$ cat src/rtl/tfo_ram.sv
// generic single-write, single-read ram with registered read
module tfo_ram #(
	parameter int WIDTH = 32,
	parameter int DEPTH = 64,
	parameter int AW    = (DEPTH > 1) ? $clog2(DEPTH) : 1
) (
	input  logic             clk,
	input  logic             we,
	input  logic [AW-1:0]    waddr,
	input  logic [WIDTH-1:0] wdata,
	input  logic [AW-1:0]    raddr,
	output logic [WIDTH-1:0] rdata
);
	logic [WIDTH-1:0] mem_q [DEPTH];

	always_ff @(posedge clk) begin
		if (we) begin
			mem_q[waddr] <= wdata;
		end
		rdata <= mem_q[raddr];
	end
endmodule

$ cat config.mk
export PLATFORM = sky130hd
export DESIGN_NAME = tfo_ram
export DESIGN_NICKNAME = d
export VERILOG_FILES = /design/src/rtl/tfo_ram.sv
export SDC_FILE = /design/constraint.sdc
export NUM_CORES = 2
export LEC_CHECK = 0
export ABC_AREA = 0
export BUFFER_PORTS_ARGS = -buffer_cell sky130_fd_sc_hd__clkbuf_2
export CAP_MARGIN = 0
export CORE_MARGIN = 1
export CORE_UTILIZATION = 40
export DETAILED_ROUTE_END_ITERATION = 8
export HOLD_SLACK_MARGIN = 0.1
export MAX_ROUTING_LAYER = met4
export PLACE_DENSITY = 0.67
export SYNTH_ARGS = -nofsm -noshare
export SYNTH_HDL_FRONTEND = slang
export SYNTH_SLANG_ARGS = --single-unit
export TNS_END_PERCENT = 20
$ cat constraint.sdc
create_clock -name clk -period 4.78 [get_ports clk]
set_clock_uncertainty 0.15 [all_clocks]
set_input_delay 0.478 -clock clk [delete_from_list [all_inputs] [get_ports clk]]
set_output_delay 0.478 -clock clk [all_outputs]
set_load 0.005 [all_outputs]
==> run_results.csv <==
group,metric,value,unit
timing,layout_setup_ws,1.67,ns
logic_synthesis,synth_largest_area_cell,"sky130_fd_sc_hd__edfxtp_1",
route,totalWireLength,198000,um
placement,post-place-ws,0.860,ns
timing,timing_worst_slew_pin_value,1.26,ns
logic_synthesis,netlist_instances,3324,
worst_setup_path,cpMostUsedCell,"sky130_fd_sc_hd__mux4_2",
die,rows,162,
logic_synthesis,synth_top_area_frac,0.783,
logic_synthesis,asyncSetResetFlopFracSynth,0,
clock_network,worst_skew_pair.late_latency,0.86,ns
logic_synthesis,synth_cell_type_count,34,
timing,drv_slew,0,
logic_synthesis,synth_area,78500,sq um
worst_setup_path,timing.setup.critical_path_class,"in2reg",
worst_setup_path,critPathCaptureType,"flip-flop",
logic_synthesis,postSynthRegisterBits,2080,
timing,grt_setup_unrepaired,"no",
route,vias,37000,
global_route,grt_pass1_vias,37300,
logic_synthesis,most_used_dff_post_synth,"sky130_fd_sc_hd__edfxtp_1",
cells_and_area,post_route_insts_no_fill,6403,
global_route,gr-usage-all-layers,0.206,
clock_network,htreeDepth,4,
power,ir_drop,0.333,mV
global_route,grt_max_degree,86,
timing,final.setup.tns,0,ns
logic_synthesis,synth_seq_area_share,0.791,
placement,place_inst,6017,
power,design_power_total,37.8,mW
die,boundaryPins,78,
status,status,"completed",
route,detail_route.wl_per_cell,30.9,um
job,max-cap-violations,0,
die,core_area,195000,sq um
global_route,initial_antenna_violation_count,13,
timing,worst_hold_slack,0.130,ns
logic_synthesis,synth.yosys.warnings,0,
cells_and_area,finalInstanceArea,90000,sq um
timing,final-setup-viol-count,0,
clock_network,postCtsSetupRepairBufs,0,
clock_network,tritoncts.num_buffers,201,
route,drc_errors,0,
worst_setup_path,critical_path_s_slowest_cell,"sky130_fd_sc_hd__o22ai_1",
placement,dpl.hpwl,113000,um
worst_setup_path,crit_path_max_incr_delay,0.85,ns
placement,port_buffers,77,
worst_setup_path,crit_start_category,"input port",
route,drt_iter0_markers,4516,
global_route,grt.overflow.total,0,
route,post_drt_via_cell_ratio,5.78,
route,drtAntennaViolNets,0,
timing,fmaxAchievable,0.321,GHz
timing,layout_worst_path_cycle_share,0.651,
worst_setup_path,arrival,3.64,ns
logic_synthesis,synth_area_leaders,"sky130_fd_sc_hd__edfxtp_1 78%, sky130_fd_sc_hd__mux4_2 16%, sky130_fd_sc_hd__mux2i_1 1.2%, sky130_fd_sc_hd__dfxtp_1 0.82%, sky130_fd_sc_hd__o22ai_1 0.67%",
cells_and_area,post_route_cells_drive_above_1_share,0.304,
clock_network,clock_sinks,2080,
die,initial_utilization,0.403,
global_route,grt_pass1_wl,280000,um
timing,period_minus_slack,3.11,ns
die,die_outline_area,198000,sq um
placement,gp_congestion,0.805,
cells_and_area,num-nets-final,3644,
power,power-per-cell-area,421,nW/um^2
logic_synthesis,syn_nets,3370,
worst_setup_path,worst-path-max-fanout,31,
worst_setup_path,worst_ep_required_time,5.30,ns
worst_setup_path,timing.critical_path.cells,"buf_8 > buf_12 > buf_4 > mux4_2 > mux4_2 > o22ai_1 > nor2_1",
logic_synthesis,synth_edf_count,2048,
logic_synthesis,postSynthAreaPerCell,23.6,sq um
cells_and_area,layout-area-overhead-vs-synth,14.6,%
timing,slew_headroom,0.155,
worst_hold_path,hold_path_class,"in2reg",
clock_network,post_cts.resized_instances,0,
timing,hold_viol_final,0,
clock_network,cts_tree,"yes",
die,floorplan_die_width,445,um
worst_setup_path,crit_family,"buffers and inverters",
placement,placed_area,83500,sq um
clock_network,hold_buffers,2,
power,leakage_power,27.8,nW
route,first_pass_iteration_count_of_the_detailed_router,5,
clock_network,clkTransAtPathRegs,0.06,ns
clock_network,clock_tree.buffer_depth,3,
clock_network,ctsRootBufferMaster,"sky130_fd_sc_hd__clkbuf_16",
worst_setup_path,worstPathBufferInverterCount,3,
cells_and_area,final_util,0.461,
die,die_height,445,um
cell families after synthesis:
| group | after synthesis | synth area share |
|---|---|---|
| muxes | 637 | 0.168 |
| and+or+nand+nor | 223 | 0.0127 |
| AOI/OAI and AO/OA | 202 | 0.0167 |
| DFF | 2080 | 0.791 |
| buffers and inverters | 182 | 0.0113 |
report_power, final:
part	total [mW]	leakage (nW)	switching, mW	internal (mW)
combinational	1.92	6.01	1.22	0.702
clock	15.6	3.15	6.76	8.86
sequential	20.3	18.7	0.119	20.2
Yosys cell counts, types with 15 or more instances:
cell                          n
sky130_fd_sc_hd__edfxtp_1  2048
sky130_fd_sc_hd__clkbuf_1    74
sky130_fd_sc_hd__mux4_2     544
sky130_fd_sc_hd__buf_1       21
sky130_fd_sc_hd__a21oi_1     62
sky130_fd_sc_hd__mux2i_1     93
sky130_fd_sc_hd__o22ai_1     84
sky130_fd_sc_hd__dfxtp_1     32
sky130_fd_sc_hd__buf_2       57
sky130_fd_sc_hd__o221ai_1    27
sky130_fd_sc_hd__nor2b_1     15
sky130_fd_sc_hd__buf_4       25
sky130_fd_sc_hd__nor2_1     137
sky130_fd_sc_hd__nand2_1     26
cells in the final DEF (no fill, tap or decap), types with 5 or more instances in the layout:
cell type,instances
sky130_fd_sc_hd__clkbuf_8,16
sky130_fd_sc_hd__nand3b_1,5
sky130_fd_sc_hd__edfxtp_1,2048
sky130_fd_sc_hd__a311oi_1,8
sky130_fd_sc_hd__clkinv_1,38
sky130_fd_sc_hd__nor2_1,75
sky130_fd_sc_hd__nand2b_1,7
sky130_fd_sc_hd__mux2i_1,93
sky130_fd_sc_hd__buf_12,27
sky130_fd_sc_hd__o221ai_1,27
sky130_fd_sc_hd__a22oi_1,12
sky130_fd_sc_hd__nor3_1,5
sky130_fd_sc_hd__clkinvlp_4,5
sky130_fd_sc_hd__nand2_1,26
sky130_fd_sc_hd__buf_4,147
sky130_fd_sc_hd__inv_6,6
sky130_fd_sc_hd__bufinv_16,15
sky130_fd_sc_hd__mux4_2,544
sky130_fd_sc_hd__diode_2,10
sky130_fd_sc_hd__nor2b_1,15
sky130_fd_sc_hd__clkbuf_1,56
sky130_fd_sc_hd__a21oi_1,62
sky130_fd_sc_hd__clkinv_2,27
sky130_fd_sc_hd__o22ai_1,84
sky130_fd_sc_hd__clkbuf_2,73
sky130_fd_sc_hd__clkbuf_16,202
sky130_fd_sc_hd__nand3_1,5
sky130_fd_sc_hd__dfxtp_1,32
sky130_fd_sc_hd__nor2_4,62
worst reg2reg max path: cells and delay by family, from the launching register on:
kind             cells  cell delay [ns]
multiplexers         2             0.96
flip-flops           1             0.37
AND/OR/NAND/NOR      1             0.13
AO/OA/AOI/OAI        1             0.85
sequential cells by signal, indices dropped and copies added (netlist names):
name and cells:
rdata 32, mem_q 2048
area by class of cell:
cell class,instances,area [sq um]
antenna,10,25.0
tap,2624,3280
clock buffer,274,5490
sequential,2080,62100
multi-input combinational,1062,16000
clock inverter,100,982
fill,15900,105000
timing repair buffer,253,2090
per-layer routing:
metal	wire length (um)	vias up	GRT usage
met1	77100	20000	0.275
met4	6210	0	0.0645
met3	17500	295	0.0346
met2	97300	1842	0.326
met5	0	-	-
li1	-	14800	-
path summary, 6_finish.rpt:
kind / from / end / slack [ns] / cells after the start
min: wdata[13] / mem_q[2][13] / 0.13 / 1
max: raddr[0] / rdata[18] / 1.67 / 7
min reg2reg: mem_q[12][17] / rdata[17] / 0.58 / 4
max reg2reg: mem_q[15][18] / rdata[18] / 2.17 / 4
(Power assumes the default switching activity.)
