### config.mk
export PLATFORM = sky130hd
export DESIGN_NAME = tfo_ctrl
export DESIGN_NICKNAME = d
export VERILOG_FILES = /design/src/rtl/tfo_pkg.sv /design/src/rtl/tfo_ctrl.sv
export SDC_FILE = /design/constraint.sdc
export NUM_CORES = 1
export LEC_CHECK = 0
export BUFFER_PORTS_ARGS = -buffer_cell sky130_fd_sc_hd__clkbuf_2
export CAP_MARGIN = 40
export CORE_AREA = 2 2 39 41
export CTS_CLUSTER_DIAMETER = 80
export DETAILED_ROUTE_END_ITERATION = 12
export DIE_AREA = 0 0 41 43
export GPL_ROUTABILITY_DRIVEN = 1
export HOLD_SLACK_MARGIN = 0.02
export PLACE_DENSITY_LB_ADDON = 0.2
export SLEW_MARGIN = 40
export SYNTH_ARGS = -nofsm -noshare
export SYNTH_HDL_FRONTEND = slang
export SYNTH_SLANG_ARGS = --single-unit
### constraint.sdc
create_clock -name clk -period 2.35 [get_ports clk]
set_clock_uncertainty 0.05 [all_clocks]
set_input_delay 0.235 -clock clk [delete_from_list [all_inputs] [get_ports clk]]
set_output_delay 0.235 -clock clk [all_outputs]
set_load 0.03 [all_outputs]
### src/rtl/tfo_pkg.sv
// package: shared types, constants and codes for the tcp flow offset tracker
package tfo_pkg;

	localparam int FLOW_TABLE_DEPTH = 64;
	localparam int ETH_HEADER_BYTES = 14;

	localparam logic [15:0] ETHERTYPE_IPV4 = 16'h0800;
	localparam logic [7:0]  PROTO_TCP      = 8'h06;

	localparam int ENTRY_W  = 128;
	localparam int PADDR_W  = 3;
	localparam logic REG_IDX_MAX_FLOWS = 1'b0;

	localparam logic [2:0] ST_NOT_TCP    = 3'd0;
	localparam logic [2:0] ST_TABLE_FULL = 3'd1;
	localparam logic [2:0] ST_NO_PAYLOAD = 3'd2;
	localparam logic [2:0] ST_NEG_OFFSET = 3'd3;
	localparam logic [2:0] ST_PLACED     = 3'd4;

	typedef enum logic [2:0] {
		S_IDLE,
		S_MATCH,
		S_LOOK,
		S_CALC,
		S_UPD,
		S_OUT
	} state_t;

	typedef struct packed {
		logic cap;
		logic cmp;
		logic look;
		logic res_drop;
		logic res_full;
		logic calc;
		logic upd;
	} cmd_t;

	typedef struct packed {
		logic is_tcp;
		logic full;
	} stat_t;

	typedef struct packed {
		logic [15:0] ether_type;
		logic [7:0]  ip_protocol;
		logic [3:0]  ip_header_words;
		logic [15:0] ip_total_length;
		logic [31:0] src_ip;
		logic [31:0] dst_ip;
		logic [15:0] src_port;
		logic [15:0] dst_port;
		logic [31:0] seq_num;
		logic [31:0] ack_num;
		logic [3:0]  tcp_header_words;
	} pkt_t;

	typedef struct packed {
		logic [2:0]  status;
		logic [6:0]  flow_number;
		logic        reversed;
		logic [30:0] stream_offset;
		logic [15:0] payload_length;
		logic [7:0]  payload_start;
		logic [31:0] stream_length;
		logic [31:0] packet_count;
	} res_t;

	typedef struct packed {
		logic [31:0] packets;
		logic [31:0] extent;
		logic [31:0] base_ack;
		logic [31:0] base_seq;
	} entry_t;

endpackage

### src/rtl/tfo_ctrl.sv
// controller: steps a packet through match, lookup, calculation and update, ending early if not tcp or table full
module tfo_ctrl (
	input  logic           clk,
	input  logic           arst_n,
	input  logic           in_valid,
	output logic           in_ready,
	output logic           out_valid,
	input  logic           out_ready,
	input  tfo_pkg::stat_t stat,
	output tfo_pkg::cmd_t  cmd
);
	tfo_pkg::state_t state_q, state_d;

	always_ff @(posedge clk or negedge arst_n) begin
		if (!arst_n) begin
			state_q <= tfo_pkg::S_IDLE;
		end else begin
			state_q <= state_d;
		end
	end

	always_comb begin
		state_d = state_q;
		unique case (state_q)
			tfo_pkg::S_IDLE: begin
				if (in_valid) state_d = tfo_pkg::S_MATCH;
			end
			tfo_pkg::S_MATCH: begin
				state_d = stat.is_tcp ? tfo_pkg::S_LOOK : tfo_pkg::S_OUT;
			end
			tfo_pkg::S_LOOK: begin
				state_d = stat.full ? tfo_pkg::S_OUT : tfo_pkg::S_CALC;
			end
			tfo_pkg::S_CALC: state_d = tfo_pkg::S_UPD;
			tfo_pkg::S_UPD:  state_d = tfo_pkg::S_OUT;
			tfo_pkg::S_OUT: begin
				if (out_ready) state_d = tfo_pkg::S_IDLE;
			end
			default: state_d = tfo_pkg::S_IDLE;
		endcase
	end

	always_comb begin
		cmd       = '0;
		in_ready  = 1'b0;
		out_valid = 1'b0;
		unique case (state_q)
			tfo_pkg::S_IDLE: begin
				in_ready = 1'b1;
				cmd.cap  = in_valid;
			end
			tfo_pkg::S_MATCH: begin
				cmd.cmp      = stat.is_tcp;
				cmd.res_drop = !stat.is_tcp;
			end
			tfo_pkg::S_LOOK: begin
				cmd.look     = !stat.full;
				cmd.res_full = stat.full;
			end
			tfo_pkg::S_CALC: cmd.calc = 1'b1;
			tfo_pkg::S_UPD:  cmd.upd  = 1'b1;
			tfo_pkg::S_OUT:  out_valid = 1'b1;
			default: ;
		endcase
	end
endmodule

==> results.cfg, run 1 <==
[status]
status = finished clean

[layout]
fin_area_um2 = 394.1
top_register = state_q
area_growth_pct = 35.19
drive_gt1_share_pct = 62.79
diodes = 0
regArea_um2 = 75.07
fillers = 164
largest_reg_flops = 3
reg.largest.list = state_q (3)
instances_no_fill = 59
multiInputGateArea_um2 = 188.9
layout.nets = 50

[die]
initial_utilization_pct = 21.07
die_width_um = 41
io_pins = 15
die_height_um = 43
rows = 14
core_um2 = 1384
die-area_um2 = 1763

[cts]
cts-root-buf = clkbuf_4
cts_tree = done
cts-buffers-inserted = 3
clk_pin_slew_worst_paths_ps = 40
clkSinkCount = 3
htreeDepth = 1
clock_path_buffers = 2
clk_latency_ps = 230

[pwr]
p_sw_share_pct = 48.90
power.leakage_nw = 0.1863
p_sw_uw = 257.4
p_int_uw = 268.9
power_frac_clock_pct = 17.1
ir_worst_vdd_mv = 0.4682
power_density_nw_per_um2 = 1335
power_frac_comb_pct = 53.9
power_frac_seq_pct = 29.0
power.total_uw = 526.3

[critical_path]
cp.arrival_ps = 1400
slowest_stage = dfrtp_1
r2r_slack_ps = 1070
cp-start-kind = register
reg2reg_from = state_q[2]
crit_required_ps = 2070
crit_end = cmd[6]
crit_path_start = state_q[0]
path_delay_family = flip-flops
path_class = reg -> out
path_max_fanout = 15
critPathBufInv = 1
path_depth = 3
max_stage_delay_ps = 520
ff2ff_path_depth = 2
r2r_end = state_q[0]
cp_cell_sequence = nor3_2, and2_1, clkbuf_2
crit_path_end_kind = primary output

[sta]
worst_pin_slew_ps = 421.3
setup_violations = 0
hold_slack_ps = 197.9
tns_ps = 0
period_share_pct = 71.77
slew_viol_final = 0
max_freq_mhz = 592.9
min_period_ps = 1687
relSlewSlack_pct = 71.91
finalHoldViolations = 0
rsz0062_at_grt = no

[synth]
synth.largest_area_cell = dfrtp_1
synth_nets = 33
synthArstFlopShare_pct = 100.0
syn_area_um2 = 291.5
synth.distinct_cells = 21
synth_top_area_share_pct = 25.75
ys.flop_type = dfrtp_1
yosys-top-cells-count = dfrtp_1 (3), a221oi_2 (2), and3b_2 (2), and4bb_2 (2), nor4b_1 (2)
yosys-top-cells-area = dfrtp_1 (26%), a221oi_2 (10%), and4bb_2 (8.6%)
syn_area_per_cell_um2 = 10.80
synth_seq_area_share_pct = 25.75
yosys_register_bits = 3
synth_edf_count = 0
ys_warn_count = 0
netlist_instances = 27
synth.most_common_cell = dfrtp_1

[global_route]
grt_pass1_vias = 225
grt_pass1_wl_um = 897
antenna_found_initial = 0
grt_max_degree = 16
grt-ovfl-total = 0
grt.total_usage_pct = 7.847

[placed_design]
io_buffer_count = 14
gp_congestion = 0.6585
dp_cells = 54
post_dp_cell_area_um2 = 357.8

[drt]
drtPass1Iterations = 2
wirelength_um = 571
detail-route-antenna-nets = 0
vias_per_cell = 4.424
vias = 261
wl_per_cell_um = 9.678
drcViolationCount = 0
drt_first_iter_violations = 2

[hold_path]
hp-start = in_valid
min_path_type = in -> reg

[run]
maxCapViolCount = 0
## per-layer routing
layer	track usage (%)	up-vias	part of all wire (%)
met3	3.141	0	7.0
met2	10.31	7	55
met4	8.000	0	0
met5	0	-	0
met1	8.738	119	37
li1	-	135	-
## worst register-to-register path, cell delays in order (launching register included)
cell      delay, ps
dfrtp_1         560
mux2_4          340
a221oi_2        230
## cells in the final DEF, fill, tap and decap left out
cell	count
and4bb_2	2
mux2_4	1
nor2_1	1
and3b_2	2
or3b_1	1
dlygate4sd3_1	1
dfrtp_1	3
nor3b_1	1
clkbuf_2	14
and2_1	1
a21oi_1	1
clkbuf_4	3
nand2b_1	1
and3_2	1
nor3_2	1
o21bai_2	1
nor4b_1	2
a221oi_2	2
clkbuf_1	1
inv_1	1
o21a_1	1
nand3b_1	1
## kinds of logic (layout without fill, tap and decap cells)
logic type,Yosys count,count (layout),synth area share (%)
and+or+nand+nor,14,14,41.21
AOI/OAI and AO/OA,5,5,18.45
buffers and inverters,4,20,9.440
DFF,3,3,25.75
muxes,1,1,5.149
## area by class of cell
| type | count | share of cell area (%) |
|---|---|---|
| Clock buffer | 4 | 6.667 |
| Inverter | 1 | 0.9524 |
| Multi-Input combinational cell | 20 | 47.94 |
| Sequential cell | 3 | 19.05 |
| Tap cell | 16 | 5.079 |
| Timing Repair Buffer | 15 | 20.32 |
## metrics by stage
stage               util (%)  setup WS, ps
finish                 28.48         663.4
global route           28.48         559.9
CTS                    28.48         645.3
detailed placement     25.86         904.9
global placement       25.86         943.6
floorplan                  -         423.9
## worst min path at each step
stage	to	slack, ps	depth (start not counted)
6_report	state_q[0]	200	3
5_1_grt	state_q[0]	200	3
4_1_cts	state_q[0]	190	3
3_5_place_dp	state_q[0]	-20	1
3_3_place_gp	state_q[2]	-20	1
2_1_floorplan	state_q[0]	-110	0
## power by group through the flow
stage / Combinational, mW / Clock, mW / Sequential, mW
final: 0.284 / 0.0899 / 0.153
after floorplan: 0.298 / 0 / 0.103
after global routing: 0.304 / 0.101 / 0.167
after CTS: 0.288 / 0.0961 / 0.152
after detailed placement: 0.287 / 0 / 0.153
after global placement: 0.286 / 0 / 0.151
## what timing repair did
| item | in CTS | in global routing |
|---|---|---|
| hold buffers | 1 | 0 |
| endpoints found under the hold margin | 3 | 0 |
| resized for setup | 0 | 0 |
| setup buffers | 0 | 0 |
Power figures use the tool's default switching activity.
==> run 2: changes to the inputs <==
Clock period 2.35 ns to 1.38 ns, I/O delays scaled along.
==> results.cfg, run 2 (synthesized netlist as in run 1, its figures left out) <==
[critical_path]
crit_end = out_valid
path_class = reg -> out
path_max_fanout = 7
cp-start-kind = register
crit_required_ps = 1190
r2r_slack_ps = -30
reg2reg_from = state_q[2]
cp.arrival_ps = 1240
crit_path_start = state_q[2]
crit_path_end_kind = primary output
r2r_end = state_q[0]
ff2ff_path_depth = 4

[drt]
drtPass1Iterations = 5
highest_layer = met4
wl_met1_um = 454
met2_length_um = 542
vias = 351
wirelength_mm = 1.037
drcViolationCount = 0
wl_per_cell_um = 13.83
detail-route-antenna-nets = 0
vias_per_cell = 4.680
drt_first_iter_violations = 4
wl_met3_um = 29

[placed_design]
hpwl_um = 574.2
io_buffer_count = 14
gp_congestion = 0.6566
post_dp_cell_area_um2 = 406.6
dp_slack_ps = 24.88
dp_cells = 57

[die]
die_width_um = 41
core_um2 = 1384
initial_utilization_pct = 21.07
rows = 14
die_height_um = 43
die-area_um2 = 1763
io_pins = 15

[pwr]
power.leakage_nw = 0.2952
power_frac_clock_pct = 10.8
power_frac_seq_pct = 14.9
power.total_mw = 1.474
p_sw_share_pct = 41.44
power_frac_comb_pct = 74.3
ir_worst_vdd_mv = 0.7623
p_sw_uw = 610.9
p_int_uw = 863.1
power_density_nw_per_um2 = 2324

[status]
status = finished, violations left
failed_checks = negative setup slack

[layout]
fin_area_um2 = 634.4
layout.nets = 66
final_common_cell = buf_4
reg.largest.list = state_q (3)
instances_no_fill = 75
area_growth_pct = 117.6
top_register = state_q
largest_reg_flops = 3
fillers = 148
drive_gt1_share_pct = 84.75
diodes = 0
final_util_pct = 45.84
final_cell_mix = buf_4 (12), clkbuf_2 (5), buf_8 (4), buf_6 (4)

[sta]
rsz0062_at_grt = yes
worst_pin_slew_ps = 213.7
setup_violations = 6
postLayoutSetupSlackWorst_ps = -45.31
min_period_ps = 1425
period_share_pct = 103.3
finalHoldViolations = 0
slew_viol_final = 0
relSlewSlack_pct = 85.76
max_freq_mhz = 701.6

[cts]
clock_path_buffers = 2
cts-buffers-inserted = 3
cts-root-buf = clkbuf_4
clk_pin_slew_worst_paths_ps = 40
clk_latency_ps = 240
cts_tree = done
clkSinkCount = 3
htreeDepth = 1

[hold_path]
min_path_type = in -> reg

[run]
maxCapViolCount = 0

[global_route]
grt_max_degree = 8
grt_pass1_wl_mm = 1.676
antenna_found_initial = 0
grt-ovfl-total = 0
grt_pass1_vias = 362
grt.total_usage_pct = 14.24
==> run 2: changes by cell type in the layout (fill, tap and decap cells not counted), moves of 3 or more <==
| cell | previous run | this run |
|---|---|---|
| buf_8 | 0 | 4 |
| clkbuf_2 | 14 | 5 |
| buf_6 | 0 | 4 |
| clkbuf_8 | 0 | 3 |
| buf_4 | 0 | 12 |
| dfrtp_1 | 3 | 0 |
| dfrtp_2 | 0 | 3 |
==> run 2: critical path, stage by stage, from the launching register on <==
cell	delay [ps]
dfrtp_2	480
buf_4	160
and3b_2	210
clkbuf_8	160
==> run 2: how the worst min path moves through the flow <==
stage / depth (start not counted) / endpoint / from / slack (ps)
2_1_floorplan: 0 / state_q[0] / arst_n / -210
3_3_place_gp: 1 / state_q[2] / arst_n / -110
3_5_place_dp: 1 / state_q[0] / arst_n / -110
4_1_cts: 3 / state_q[0] / in_valid / 80
5_1_grt: 3 / state_q[0] / in_valid / 90
6_report: 3 / state_q[0] / in_valid / 90
==> run 2: repair_timing <==
action,CTS,global route
hold buffers,1,0
buffers inserted,12,1
hold endpoints to repair,3,0
pin swaps,4,3
setup endpoints to repair,9,10
gates resized for setup,27,8
==> run 2: through the flow <==
stage / hold WS, ps / TNS, ps
after detailed placement: -107.2 / 0
final: 91.24 / -164.3
after CTS: 80.86 / -288.2
after global routing: 88.43 / -578.4
after floorplan: -207.6 / -189.2
after global placement: -111.9 / 0
==> run 2: final cells by class <==
cell class / instances / area, µm² / area share [%]
clock buffer: 4 / 26.28 / 4.142
sequential: 3 / 78.83 / 12.43
timing repair buffer: 31 / 281.5 / 44.38
tap: 16 / 20.02 / 3.156
inverter: 1 / 3.754 / 0.5917
multi-input combinational: 20 / 224.0 / 35.31
==> run 2: per-layer routing <==
layer	vias to the layer above	track usage, %
met5	-	0
met2	5	22.81
met1	174	17.31
met3	2	3.141
li1	170	-
met4	0	6.000
==> run 2: power by group through the flow <==
| stage | registers, mW | logic [mW] | clock network, mW |
|---|---|---|---|
| after floorplan | 0.176 | 0.549 | 0 |
| after detailed placement | 0.280 | 0.588 | 0 |
| after global routing | 0.230 | 1.15 | 0.178 |
| final | 0.220 | 1.09 | 0.160 |
| after global placement | 0.271 | 0.578 | 0 |
| after CTS | 0.217 | 1.04 | 0.166 |
==> run 3: changes to the inputs <==
--- a/config.mk
+++ b/config.mk
@@ -6,4 +6,5 @@
 export NUM_CORES = 1
 export LEC_CHECK = 0
+export ABC_AREA = 1
 export BUFFER_PORTS_ARGS = -buffer_cell sky130_fd_sc_hd__clkbuf_2
 export CAP_MARGIN = 40
@@ -15,5 +16,4 @@
 export HOLD_SLACK_MARGIN = 0.02
 export PLACE_DENSITY_LB_ADDON = 0.2
-export SLEW_MARGIN = 40
 export SYNTH_ARGS = -nofsm -noshare
 export SYNTH_HDL_FRONTEND = slang
==> constraint.sdc (replaced) <==
create_clock -name clk -period 1.38 [get_ports clk]
set_clock_uncertainty 0.05 [all_clocks]
set_input_delay 0.276 -clock clk [delete_from_list [all_inputs] [get_ports clk]]
set_output_delay 0.276 -clock clk [all_outputs]
set_load 0.03 [all_outputs]
==> results.cfg, run 3 <==
[global_route]
grt_max_degree = 7
grt_pass1_wl_mm = 1.028
antenna_found_initial = 0
grt_pass1_vias = 306
grt.total_usage_pct = 8.954
grt-ovfl-total = 0

[drt]
detail-route-antenna-nets = 0
drt_first_iter_violations = 0
wl_per_cell_um = 8.132
wirelength_um = 618
vias = 300
drtPass1Iterations = 1
drcViolationCount = 0
vias_per_cell = 3.947

[placed_design]
dp_slack_ps = 66.92
io_buffer_count = 14
gp_congestion = 0.6955
hpwl_um = 481.7
post_dp_cell_area_um2 = 325.3
dp_cells = 67

[synth]
ys.flop_type = dfrtp_1
synth_top_area_share_pct = 32.97
netlist_instances = 36
synth_nets = 42
ys_warn_count = 0
yosys_register_bits = 3
synthArstFlopShare_pct = 100.0
synth_edf_count = 0
synth.distinct_cells = 11
synth.largest_area_cell = dfrtp_1
yosys-top-cells-area = dfrtp_1 (33%), inv_1 (16%), nor2_1 (12%)
syn_area_per_cell_um2 = 6.326
syn_area_um2 = 227.7
yosys-top-cells-count = inv_1 (10), nor2_1 (7), nand3_1 (4)
synth.most_common_cell = inv_1
synth_seq_area_share_pct = 32.97

[sta]
relSlewSlack_pct = 86.60
period_share_pct = 105.2
worst_pin_slew_ps = 199.9
setup_violations = 8
postLayoutSetupSlackWorst_ps = -71.50
rsz0062_at_grt = yes
slew_viol_final = 0
min_period_ps = 1451
max_freq_mhz = 688.9
hold_slack_ps = 225.5
tns_ps = -423.0
finalHoldViolations = 0

[hold_path]
hp-start = stat[0]
min_path_type = in -> reg

[die]
initial_utilization_pct = 16.46
die_height_um = 43
rows = 14
io_pins = 15
die-area_um2 = 1763
core_um2 = 1384
die_width_um = 41

[cts]
htreeDepth = 1
clkSinkCount = 3
cts-root-buf = clkbuf_4
clk_latency_ps = 230
cts_tree = done
clk_pin_slew_worst_paths_ps = 40
cts-buffers-inserted = 3
clock_path_buffers = 2

[layout]
area_growth_pct = 111.5
final_common_cell = buf_4
diodes = 0
final_cell_mix = buf_4 (8), inv_2 (5), inv_1 (5), nor2_1 (5), clkbuf_2 (5)
instances_no_fill = 76
largest_reg_flops = 3
top_register = state_q
reg.largest.list = state_q (3)
final_util_pct = 34.81
drive_gt1_share_pct = 61.67
fin_area_um2 = 481.7
layout.nets = 67

[pwr]
power.leakage_nw = 0.2605
power_density_nw_per_um2 = 2490
ir_worst_vdd_mv = 0.6988
power.total_mw = 1.199

[critical_path]
reg2reg_from = state_q[1]
max_stage_delay_ps = 450
crit_path_end_kind = primary output
path_class = reg -> out
critPathBufInv = 2
cp-start-kind = register
path_delay_family = flip-flops
cp_cell_sequence = inv_2, nand3_1, nor2_1, buf_4
crit_path_start = state_q[0]
path_max_fanout = 6
slowest_stage = dfrtp_2
cp.arrival_ps = 1130
crit_required_ps = 1050

[status]
failed_checks = negative setup slack
status = finished, violations left

[run]
maxCapViolCount = 0
-- run 3: path summary, 6_finish.rpt --
check	endpoint	slack [ps]	cells past startpoint
min in group asynchronous	state_q[0]	320	2
min	state_q[1]	230	2
min reg2reg	state_q[0]	620	3
max reg2reg	state_q[0]	270	6
max	cmd[4]	-70	4
max in group asynchronous	state_q[1]	840	2
-- run 3: power by group --
group / switching [mW] / internal [mW] / total, mW
clock: 0.0425 / 0.108 / 0.151
sequential: 0.0729 / 0.137 / 0.210
combinational: 0.463 / 0.376 / 0.839
-- run 3: cells by family after synthesis --
family	synth area share (%)
simple gates	46.16
buf+inv	18.13
flops	32.97
compound gates	2.749
-- run 3: final cells by class --
type | instances | area (µm²)
flip-flops and latches | 3 | 77.57
repair buffers | 20 | 182.7
inverters | 11 | 43.79
clock buffers | 4 | 26.28
fillers | 163 | 902.1
multi-input cells | 22 | 131.4
well taps | 16 | 20.02
-- run 3: metal layers --
layer / share of wire [%] / wire (µm) / track usage (%) / vias to the layer above
li1: - / - / - / 158
met1: 39 / 242 / 8.414 / 133
met2: 55 / 338 / 15.00 / 9
met3: 6.1 / 38 / 1.571 / 0
met4: 0 / 0 / 8.000 / 0
met5: 0 / 0 / 0 / -
-- run 3: timing repair --
item                                   CTS  global route
setup endpoints to repair                9             9
buffers inserted                         2             2
endpoints found under the hold margin    3             0
hold buffers                             1             0
resized for setup                       21            14
pin swaps                                2             1
